## src/rtl/assert_macros.svh

```systemverilog
`ifndef ASSERT_MACROS_SVH
`define ASSERT_MACROS_SVH

// Same-cycle implication, held off during reset.
`define ASSERT_NOW(label, clk, rst, ante, cons, msg) \
   label: assert property (@(posedge clk) disable iff (rst) (ante) |-> (cons)) \
      else $error(msg);

// Next-cycle implication, held off during reset.
`define ASSERT_NEXT(label, clk, rst, ante, cons, msg) \
   label: assert property (@(posedge clk) disable iff (rst) (ante) |=> (cons)) \
      else $error(msg);

`endif

```

## src/rtl/aptf_pkg.sv

```systemverilog
`default_nettype none

package aptf_pkg;

   localparam int RATE_W     = 20;
   localparam int BUS_W      = 13;
   localparam int TONE_W     = 15;
   localparam int SAMPLE_W   = 16;
   localparam int ALT_W      = 8;
   localparam int CMD_W      = 2;
   localparam int CSR_IDX_W  = 2;
   localparam int CSR_DATA_W = 20;
   localparam int PHASE_W    = 32;
   localparam int ACC_W      = RATE_W + 1;
   localparam int DIVIDEND_W = TONE_W + PHASE_W;
   localparam int DIVISOR_W  = RATE_W;
   localparam int QUOT_W     = PHASE_W;
   localparam int DIV_CNT_W  = $clog2(DIVIDEND_W);
   localparam int WAVE_IDX_W = 8;

   localparam logic [CMD_W-1:0] CMD_PUSH   = 2'd0;
   localparam logic [CMD_W-1:0] CMD_PACKET = 2'd1;
   localparam logic [CMD_W-1:0] CMD_SET_IF = 2'd2;
   localparam logic [CMD_W-1:0] CMD_CLOSE  = 2'd3;

   localparam logic [CSR_IDX_W-1:0] CSR_MIN_RATE = 2'd0;
   localparam logic [CSR_IDX_W-1:0] CSR_MAX_RATE = 2'd1;
   localparam logic [CSR_IDX_W-1:0] CSR_BUS_RATE = 2'd2;
   localparam logic [CSR_IDX_W-1:0] CSR_TONE_HZ  = 2'd3;

   localparam logic [ALT_W-1:0] ALT_OFF   = 8'd0;
   localparam logic [ALT_W-1:0] ALT_PCM16 = 8'd1;

   localparam logic [RATE_W-1:0] FALLBACK_RATE = 20'd44100;
   localparam logic [RATE_W-1:0] MIN_RATE_RST  = 20'd33800;
   localparam logic [RATE_W-1:0] MAX_RATE_RST  = 20'd44100;
   localparam logic [BUS_W-1:0]  BUS_RATE_RST  = 13'd1000;
   localparam logic [TONE_W-1:0] TONE_HZ_RST   = 15'd440;

   localparam logic DIV_FRAMES = 1'b0;
   localparam logic DIV_TONE   = 1'b1;

   typedef struct packed {
      logic push;
      logic set_alt;
      logic close;
      logic capture;
      logic div_start;
      logic div_sel;
      logic take_frames;
      logic take_step;
      logic load_out;
      logic emit_ack;
   } aptf_cmd_type;

   typedef struct packed {
      logic stream_on;
      logic div_done;
      logic want_zero;
      logic last_frame;
   } aptf_status_type;

   // one full sine period, peak 30000
   localparam logic signed [SAMPLE_W-1:0] WAVE_TABLE [0:255] = '{
      16'sd0, 16'sd736, 16'sd1472, 16'sd2207, 16'sd2941, 16'sd3672, 16'sd4402, 16'sd5129,
      16'sd5853, 16'sd6573, 16'sd7289, 16'sd8001, 16'sd8709, 16'sd9410, 16'sd10107,
      16'sd10797,
      16'sd11481, 16'sd12157, 16'sd12827, 16'sd13488, 16'sd14142, 16'sd14787, 16'sd15423,
      16'sd16050,
      16'sd16667, 16'sd17274, 16'sd17871, 16'sd18457, 16'sd19032, 16'sd19595, 16'sd20147,
      16'sd20686,
      16'sd21213, 16'sd21727, 16'sd22229, 16'sd22716, 16'sd23190, 16'sd23650, 16'sd24096,
      16'sd24528,
      16'sd24944, 16'sd25346, 16'sd25732, 16'sd26103, 16'sd26458, 16'sd26797, 16'sd27120,
      16'sd27426,
      16'sd27716, 16'sd27990, 16'sd28246, 16'sd28486, 16'sd28708, 16'sd28913, 16'sd29101,
      16'sd29271,
      16'sd29424, 16'sd29558, 16'sd29675, 16'sd29774, 16'sd29856, 16'sd29919, 16'sd29964,
      16'sd29991,
      16'sd30000, 16'sd29991, 16'sd29964, 16'sd29919, 16'sd29856, 16'sd29774, 16'sd29675,
      16'sd29558,
      16'sd29424, 16'sd29271, 16'sd29101, 16'sd28913, 16'sd28708, 16'sd28486, 16'sd28246,
      16'sd27990,
      16'sd27716, 16'sd27426, 16'sd27120, 16'sd26797, 16'sd26458, 16'sd26103, 16'sd25732,
      16'sd25346,
      16'sd24944, 16'sd24528, 16'sd24096, 16'sd23650, 16'sd23190, 16'sd22716, 16'sd22229,
      16'sd21727,
      16'sd21213, 16'sd20686, 16'sd20147, 16'sd19595, 16'sd19032, 16'sd18457, 16'sd17871,
      16'sd17274,
      16'sd16667, 16'sd16050, 16'sd15423, 16'sd14787, 16'sd14142, 16'sd13488, 16'sd12827,
      16'sd12157,
      16'sd11481, 16'sd10797, 16'sd10107, 16'sd9410, 16'sd8709, 16'sd8001, 16'sd7289,
      16'sd6573,
      16'sd5853, 16'sd5129, 16'sd4402, 16'sd3672, 16'sd2941, 16'sd2207, 16'sd1472, 16'sd736,
      16'sd0, -16'sd736, -16'sd1472, -16'sd2207, -16'sd2941, -16'sd3672, -16'sd4402,
      -16'sd5129,
      -16'sd5853, -16'sd6573, -16'sd7289, -16'sd8001, -16'sd8709, -16'sd9410, -16'sd10107,
      -16'sd10797,
      -16'sd11481, -16'sd12157, -16'sd12827, -16'sd13488, -16'sd14142, -16'sd14787,
      -16'sd15423, -16'sd16050,
      -16'sd16667, -16'sd17274, -16'sd17871, -16'sd18457, -16'sd19032, -16'sd19595,
      -16'sd20147, -16'sd20686,
      -16'sd21213, -16'sd21727, -16'sd22229, -16'sd22716, -16'sd23190, -16'sd23650,
      -16'sd24096, -16'sd24528,
      -16'sd24944, -16'sd25346, -16'sd25732, -16'sd26103, -16'sd26458, -16'sd26797,
      -16'sd27120, -16'sd27426,
      -16'sd27716, -16'sd27990, -16'sd28246, -16'sd28486, -16'sd28708, -16'sd28913,
      -16'sd29101, -16'sd29271,
      -16'sd29424, -16'sd29558, -16'sd29675, -16'sd29774, -16'sd29856, -16'sd29919,
      -16'sd29964, -16'sd29991,
      -16'sd30000, -16'sd29991, -16'sd29964, -16'sd29919, -16'sd29856, -16'sd29774,
      -16'sd29675, -16'sd29558,
      -16'sd29424, -16'sd29271, -16'sd29101, -16'sd28913, -16'sd28708, -16'sd28486,
      -16'sd28246, -16'sd27990,
      -16'sd27716, -16'sd27426, -16'sd27120, -16'sd26797, -16'sd26458, -16'sd26103,
      -16'sd25732, -16'sd25346,
      -16'sd24944, -16'sd24528, -16'sd24096, -16'sd23650, -16'sd23190, -16'sd22716,
      -16'sd22229, -16'sd21727,
      -16'sd21213, -16'sd20686, -16'sd20147, -16'sd19595, -16'sd19032, -16'sd18457,
      -16'sd17871, -16'sd17274,
      -16'sd16667, -16'sd16050, -16'sd15423, -16'sd14787, -16'sd14142, -16'sd13488,
      -16'sd12827, -16'sd12157,
      -16'sd11481, -16'sd10797, -16'sd10107, -16'sd9410, -16'sd8709, -16'sd8001,
      -16'sd7289, -16'sd6573,
      -16'sd5853, -16'sd5129, -16'sd4402, -16'sd3672, -16'sd2941, -16'sd2207, -16'sd1472,
      -16'sd736
   };

endpackage

`default_nettype wire

```

## src/rtl/aptf_ctrl.sv

```systemverilog
`default_nettype none

module aptf_ctrl import aptf_pkg::*; (
   input  wire logic              clock,
   input  wire logic              reset,
   input  wire logic              req_valid,
   output logic                   req_ready,
   input  wire logic [CMD_W-1:0]  req_command,
   output logic                   rsp_valid,
   input  wire logic              rsp_ready,
   input  wire aptf_status_type   status,
   output aptf_cmd_type           cmd
);

   localparam logic [2:0] S_IDLE      = 3'd0;
   localparam logic [2:0] S_DIV1_GO   = 3'd1;
   localparam logic [2:0] S_DIV1_WAIT = 3'd2;
   localparam logic [2:0] S_DIV2_GO   = 3'd3;
   localparam logic [2:0] S_DIV2_WAIT = 3'd4;
   localparam logic [2:0] S_FETCH     = 3'd5;
   localparam logic [2:0] S_LOAD      = 3'd6;
   localparam logic [2:0] S_EMIT      = 3'd7;

   logic [2:0] state_ff, state_in;
   logic       req_acc;
   logic       rsp_acc;

   assign req_ready = (state_ff == S_IDLE);
   assign rsp_valid = (state_ff == S_EMIT);
   assign req_acc   = req_valid && req_ready;
   assign rsp_acc   = rsp_valid && rsp_ready;

   always_comb begin
      state_in = state_ff;
      cmd      = '0;
      case (state_ff)
         S_IDLE: begin
            if (req_acc) begin
               case (req_command)
                  CMD_PUSH:   cmd.push    = 1'b1;
                  CMD_SET_IF: cmd.set_alt = 1'b1;
                  CMD_CLOSE:  cmd.close   = 1'b1;
                  CMD_PACKET: begin
                     if (status.stream_on) begin
                        cmd.capture = 1'b1;
                        state_in    = S_DIV1_GO;
                     end
                  end
                  default: ;
               endcase
            end
         end
         S_DIV1_GO: begin
            cmd.div_start = 1'b1;
            cmd.div_sel   = DIV_FRAMES;
            state_in      = S_DIV1_WAIT;
         end
         S_DIV1_WAIT: begin
            cmd.div_sel = DIV_FRAMES;
            if (status.div_done) begin
               cmd.take_frames = 1'b1;
               state_in        = S_DIV2_GO;
            end
         end
         S_DIV2_GO: begin
            cmd.div_start = 1'b1;
            cmd.div_sel   = DIV_TONE;
            state_in      = S_DIV2_WAIT;
         end
         S_DIV2_WAIT: begin
            cmd.div_sel = DIV_TONE;
            if (status.div_done) begin
               cmd.take_step = 1'b1;
               state_in      = status.want_zero ? S_IDLE : S_FETCH;
            end
         end
         // ring read data is registered and lands in the cycle after the pointer settles
         S_FETCH: state_in = S_LOAD;
         S_LOAD: begin
            cmd.load_out = 1'b1;
            state_in     = S_EMIT;
         end
         S_EMIT: begin
            if (rsp_acc) begin
               cmd.emit_ack = 1'b1;
               state_in     = status.last_frame ? S_IDLE : S_FETCH;
            end
         end
         default: state_in = S_IDLE;
      endcase
   end

   always_ff @(posedge clock) begin
      if (reset) begin
         state_ff <= S_IDLE;
      end else begin
         state_ff <= state_in;
      end
   end

endmodule

`default_nettype wire

```

## config.mk

```make
export PLATFORM = sky130hd
export DESIGN_NAME = aptf_ctrl
export DESIGN_NICKNAME = d
export VERILOG_FILES = /design/src/rtl/assert_macros.svh /design/src/rtl/aptf_pkg.sv /design/src/rtl/aptf_ctrl.sv
export SDC_FILE = /design/constraint.sdc
export NUM_CORES = 1
export LEC_CHECK = 0
export ABC_AREA = 1
export BUFFER_PORTS_ARGS = -buffer_cell sky130_fd_sc_hd__buf_2
export CAP_MARGIN = 40
export CELL_PAD_IN_SITES_DETAIL_PLACEMENT = 0
export CELL_PAD_IN_SITES_GLOBAL_PLACEMENT = 2
export CORE_ASPECT_RATIO = 1.4
export CORE_MARGIN = 8
export CORE_UTILIZATION = 19
export DETAILED_ROUTE_END_ITERATION = 8
export HOLD_SLACK_MARGIN = 0.08
export PLACE_DENSITY_LB_ADDON = 0.1
export SYNTH_ARGS = -nofsm -noshare
export SYNTH_HDL_FRONTEND = slang
export SYNTH_SLANG_ARGS = --single-unit
```

## constraint.sdc

```tcl
create_clock -name clock -period 1.57 [get_ports clock]
set_input_delay 0.314 -clock clock [delete_from_list [all_inputs] [get_ports clock]]
set_output_delay 0.314 -clock clock [all_outputs]
set_load 0.005 [all_outputs]
```

==> flow_summary.toml <==
[run_status]
status = "complete, no violations"

[power_and_ir_drop]
intPower_mw = 0.716
clkPwrFrac_pct = 9.6
pwr-share-seq_pct = 13.9
p_leak_nw = 0.415
p_switching_mw = 0.631
power.density_nw_per_um2 = 1940
switching_share_pct = 46.8
pwr-share-comb_pct = 76.4
ir_worst_vdd_v = 0.000818

[timing]
max_freq_mhz = 649
hold_viol_final = 0
max_slew.worst_pin.slew_ns = 0.268
max-slew-margin-rel_pct = 82.1
min_period_over_period_pct = 98.1
rsz0062_at_grt = "true"
finalClockSkew_ns = 0.000619
timing.hold.ws_ns = 0.341
maxSlewViolCount = 0
setup_viol = 0
timing.final.crit_period_ns = 1.54

[logic_synthesis]
yosysMostFrequentCell = "nor2_1"
seq_area_frac_synth_pct = 14.6
synth_area_leaders = "nor2_1, dfxtp_1, nand2_1"
syn_area_per_cell_um2 = 6.04
async_flop_share_pct = 0
synthFlopType = "dfxtp_1"
yosysWarningCount = 0
synth_seq_cells = 3
yosys.area.top_type_share_pct = 15.5
ys_types = 15
synthesis.nets = 82
yosys.area.top_type = "nor2_1"
synth_area_um2 = 410
postSynthCellCount = 68
synth_common_cells = "nor2_1, nand2_1, inv_1"
synth_edf_count = 0

[layout]
fin_util_pct = 33.0
instances_no_fill = 121
regMostFlops = "state_ff"
drive_gt1_share_pct = 54.5
final_nets = 114
antenna_cells = 0
area_growth_pct = 68.9
reg_top3 = "state_ff x3"
largest_reg_flops = 3

[cts]
hold_buffers = 0
clkSlewWorstSetupHoldPaths_ns = 0.03
cts-buffers-inserted = 3
clockBufferDepth = 2
htree_levels = 1
cts_tree = "built"
cts_num_sinks = 3
clk_latency_ns = 0.23
ctsRootBufferMaster = "clkbuf_4"

[setup_path]
critPathCaptureType = "primary output"
worstReg2RegStart = "state_ff[0]$_SDFFE_PP0P_"
cp.arrival_ns = 1.23
r2r_slack_ns = 0.22
worstSetupStartpointType = "flop"
worst-endpoint-required_ns = 1.26
r2r_end = "state_ff[0]$_SDFFE_PP0P_"
path_class = "flop to primary output"
critical_path.startpoint = "state_ff[0]$_SDFFE_PP0P_"
crit_fanout = 2
crit_end = "req_ready"
r2r_cells = 10

[drt]
via_count = 491
firstDrtPassIters = 4
drt_iter0_drc = 8
via_per_inst = 4.06
drc = 0
drt_wl_total_um = 1260
wire_per_inst_um = 10.4
ant_nets = 0

[placed_design]
portBuffers = 21
hpwl_um = 1040
placed_cells = 110
place_congestion = 0.680

[grt]
grt_max_degree = 9
grt.total_usage_pct = 6.68
antenna_found_initial = 0
grt_pass1_vias = 525
grt-ovfl-total = 0
grt_pass1_wl_um = 2220

[floorplanning]
ioPinCount = 22
coreArea_um2 = 2100
chipWidth_um = 55.3
die_h_um = 71.0
start_util_pct = 19.5
dieArea_um2 = 3920
num_rows = 20

[job]
cap_violations = 0

[worst_hold_path]
hold_class = "primary input to flop"
## worst min path at each step
stage               cells after the start                startpoint                        to  slack (ns)
global route                            4                     reset  state_ff[1]$_SDFFE_PP0P_        0.34
global placement                        4  state_ff[1]$_SDFFE_PP0P_  state_ff[1]$_SDFFE_PP0P_        0.58
detailed placement                      4  state_ff[1]$_SDFFE_PP0P_  state_ff[1]$_SDFFE_PP0P_        0.59
finish                                  4                     reset  state_ff[1]$_SDFFE_PP0P_        0.34
CTS                                     4                     reset  state_ff[1]$_SDFFE_PP0P_        0.34
floorplan                               3                     reset  state_ff[0]$_SDFFE_PP0P_        0.48
## cell type report
cell class / count / area [µm²]
fillers: 243 / 1410
multi-input cells: 51 / 358
inverters: 13 / 53.8
well taps: 22 / 27.5
flip-flops and latches: 3 / 63.8
repair buffers: 28 / 164
clock buffers: 4 / 26.3
## timing repair
action,4_1_cts,5_1_grt
setup endpoints to repair,5,7
gates resized for setup,11,10
hold endpoints to repair,0,0
buffers inserted,7,0
pin swaps,5,5
## cell usage in the layout, fill, tap and decap left out, types with 3 or more instances in the layout
cell / count
nand2_1: 14
ha_4: 4
clkbuf_4: 3
buf_2: 20
nand2_2: 3
buf_4: 7
nor2_1: 16
dfxtp_2: 3
inv_1: 9
nand2_4: 4
## worst max-delay path, stage by stage (launching register included)
cell	delay [ns]
dfxtp_2	0.32
inv_2	0.05
ha_4	0.16
inv_4	0.06
nor2_4	0.03
buf_4	0.13
buf_4	0.13
buf_6	0.11
## power groups by stage
stage	sequential [mW]	clock [mW]	combinational, mW
final	0.188	0.130	1.03
after global routing	0.194	0.152	1.15
after CTS	0.181	0.139	0.903
after detailed placement	0.180	0	0.704
after global placement	0.180	0	0.720
after floorplan	0.136	0	0.572
## per-stage QoR
stage	setup TNS (ns)	power, mW	setup WS (ns)	cell area, µm²
3_3_place_gp	0	0.900	0.0932	532
5_1_grt	-0.166	1.50	-0.0518	693
4_1_cts	-0.0537	1.22	-0.0468	634
3_5_place_dp	0	0.885	0.0815	532
6_report	0	1.35	0.0303	693
2_1_floorplan	0	0.709	0.226	410
## kinds of logic (layout without fill, tap and decap cells)
kind of cell    Yosys count  after routing  share of synthesized area [%]
simple gates             46             46                           56.7
flops                     3              3                           14.6
compound gates            1              1                           1.22
fa+ha+maj                 4              4                           12.2
buf+inv                  14             45                           15.2
## layer usage
metal | vias to the layer above | GRT usage (%) | share of wire, %
met4 | 0 | 4.12 | 0
met2 | 12 | 11.4 | 56
met5 | - | 0 | 0
met3 | 0 | 2.50 | 7.8
met1 | 213 | 6.66 | 36
li1 | 266 | - | -
Power figures use the tool's default switching activity.
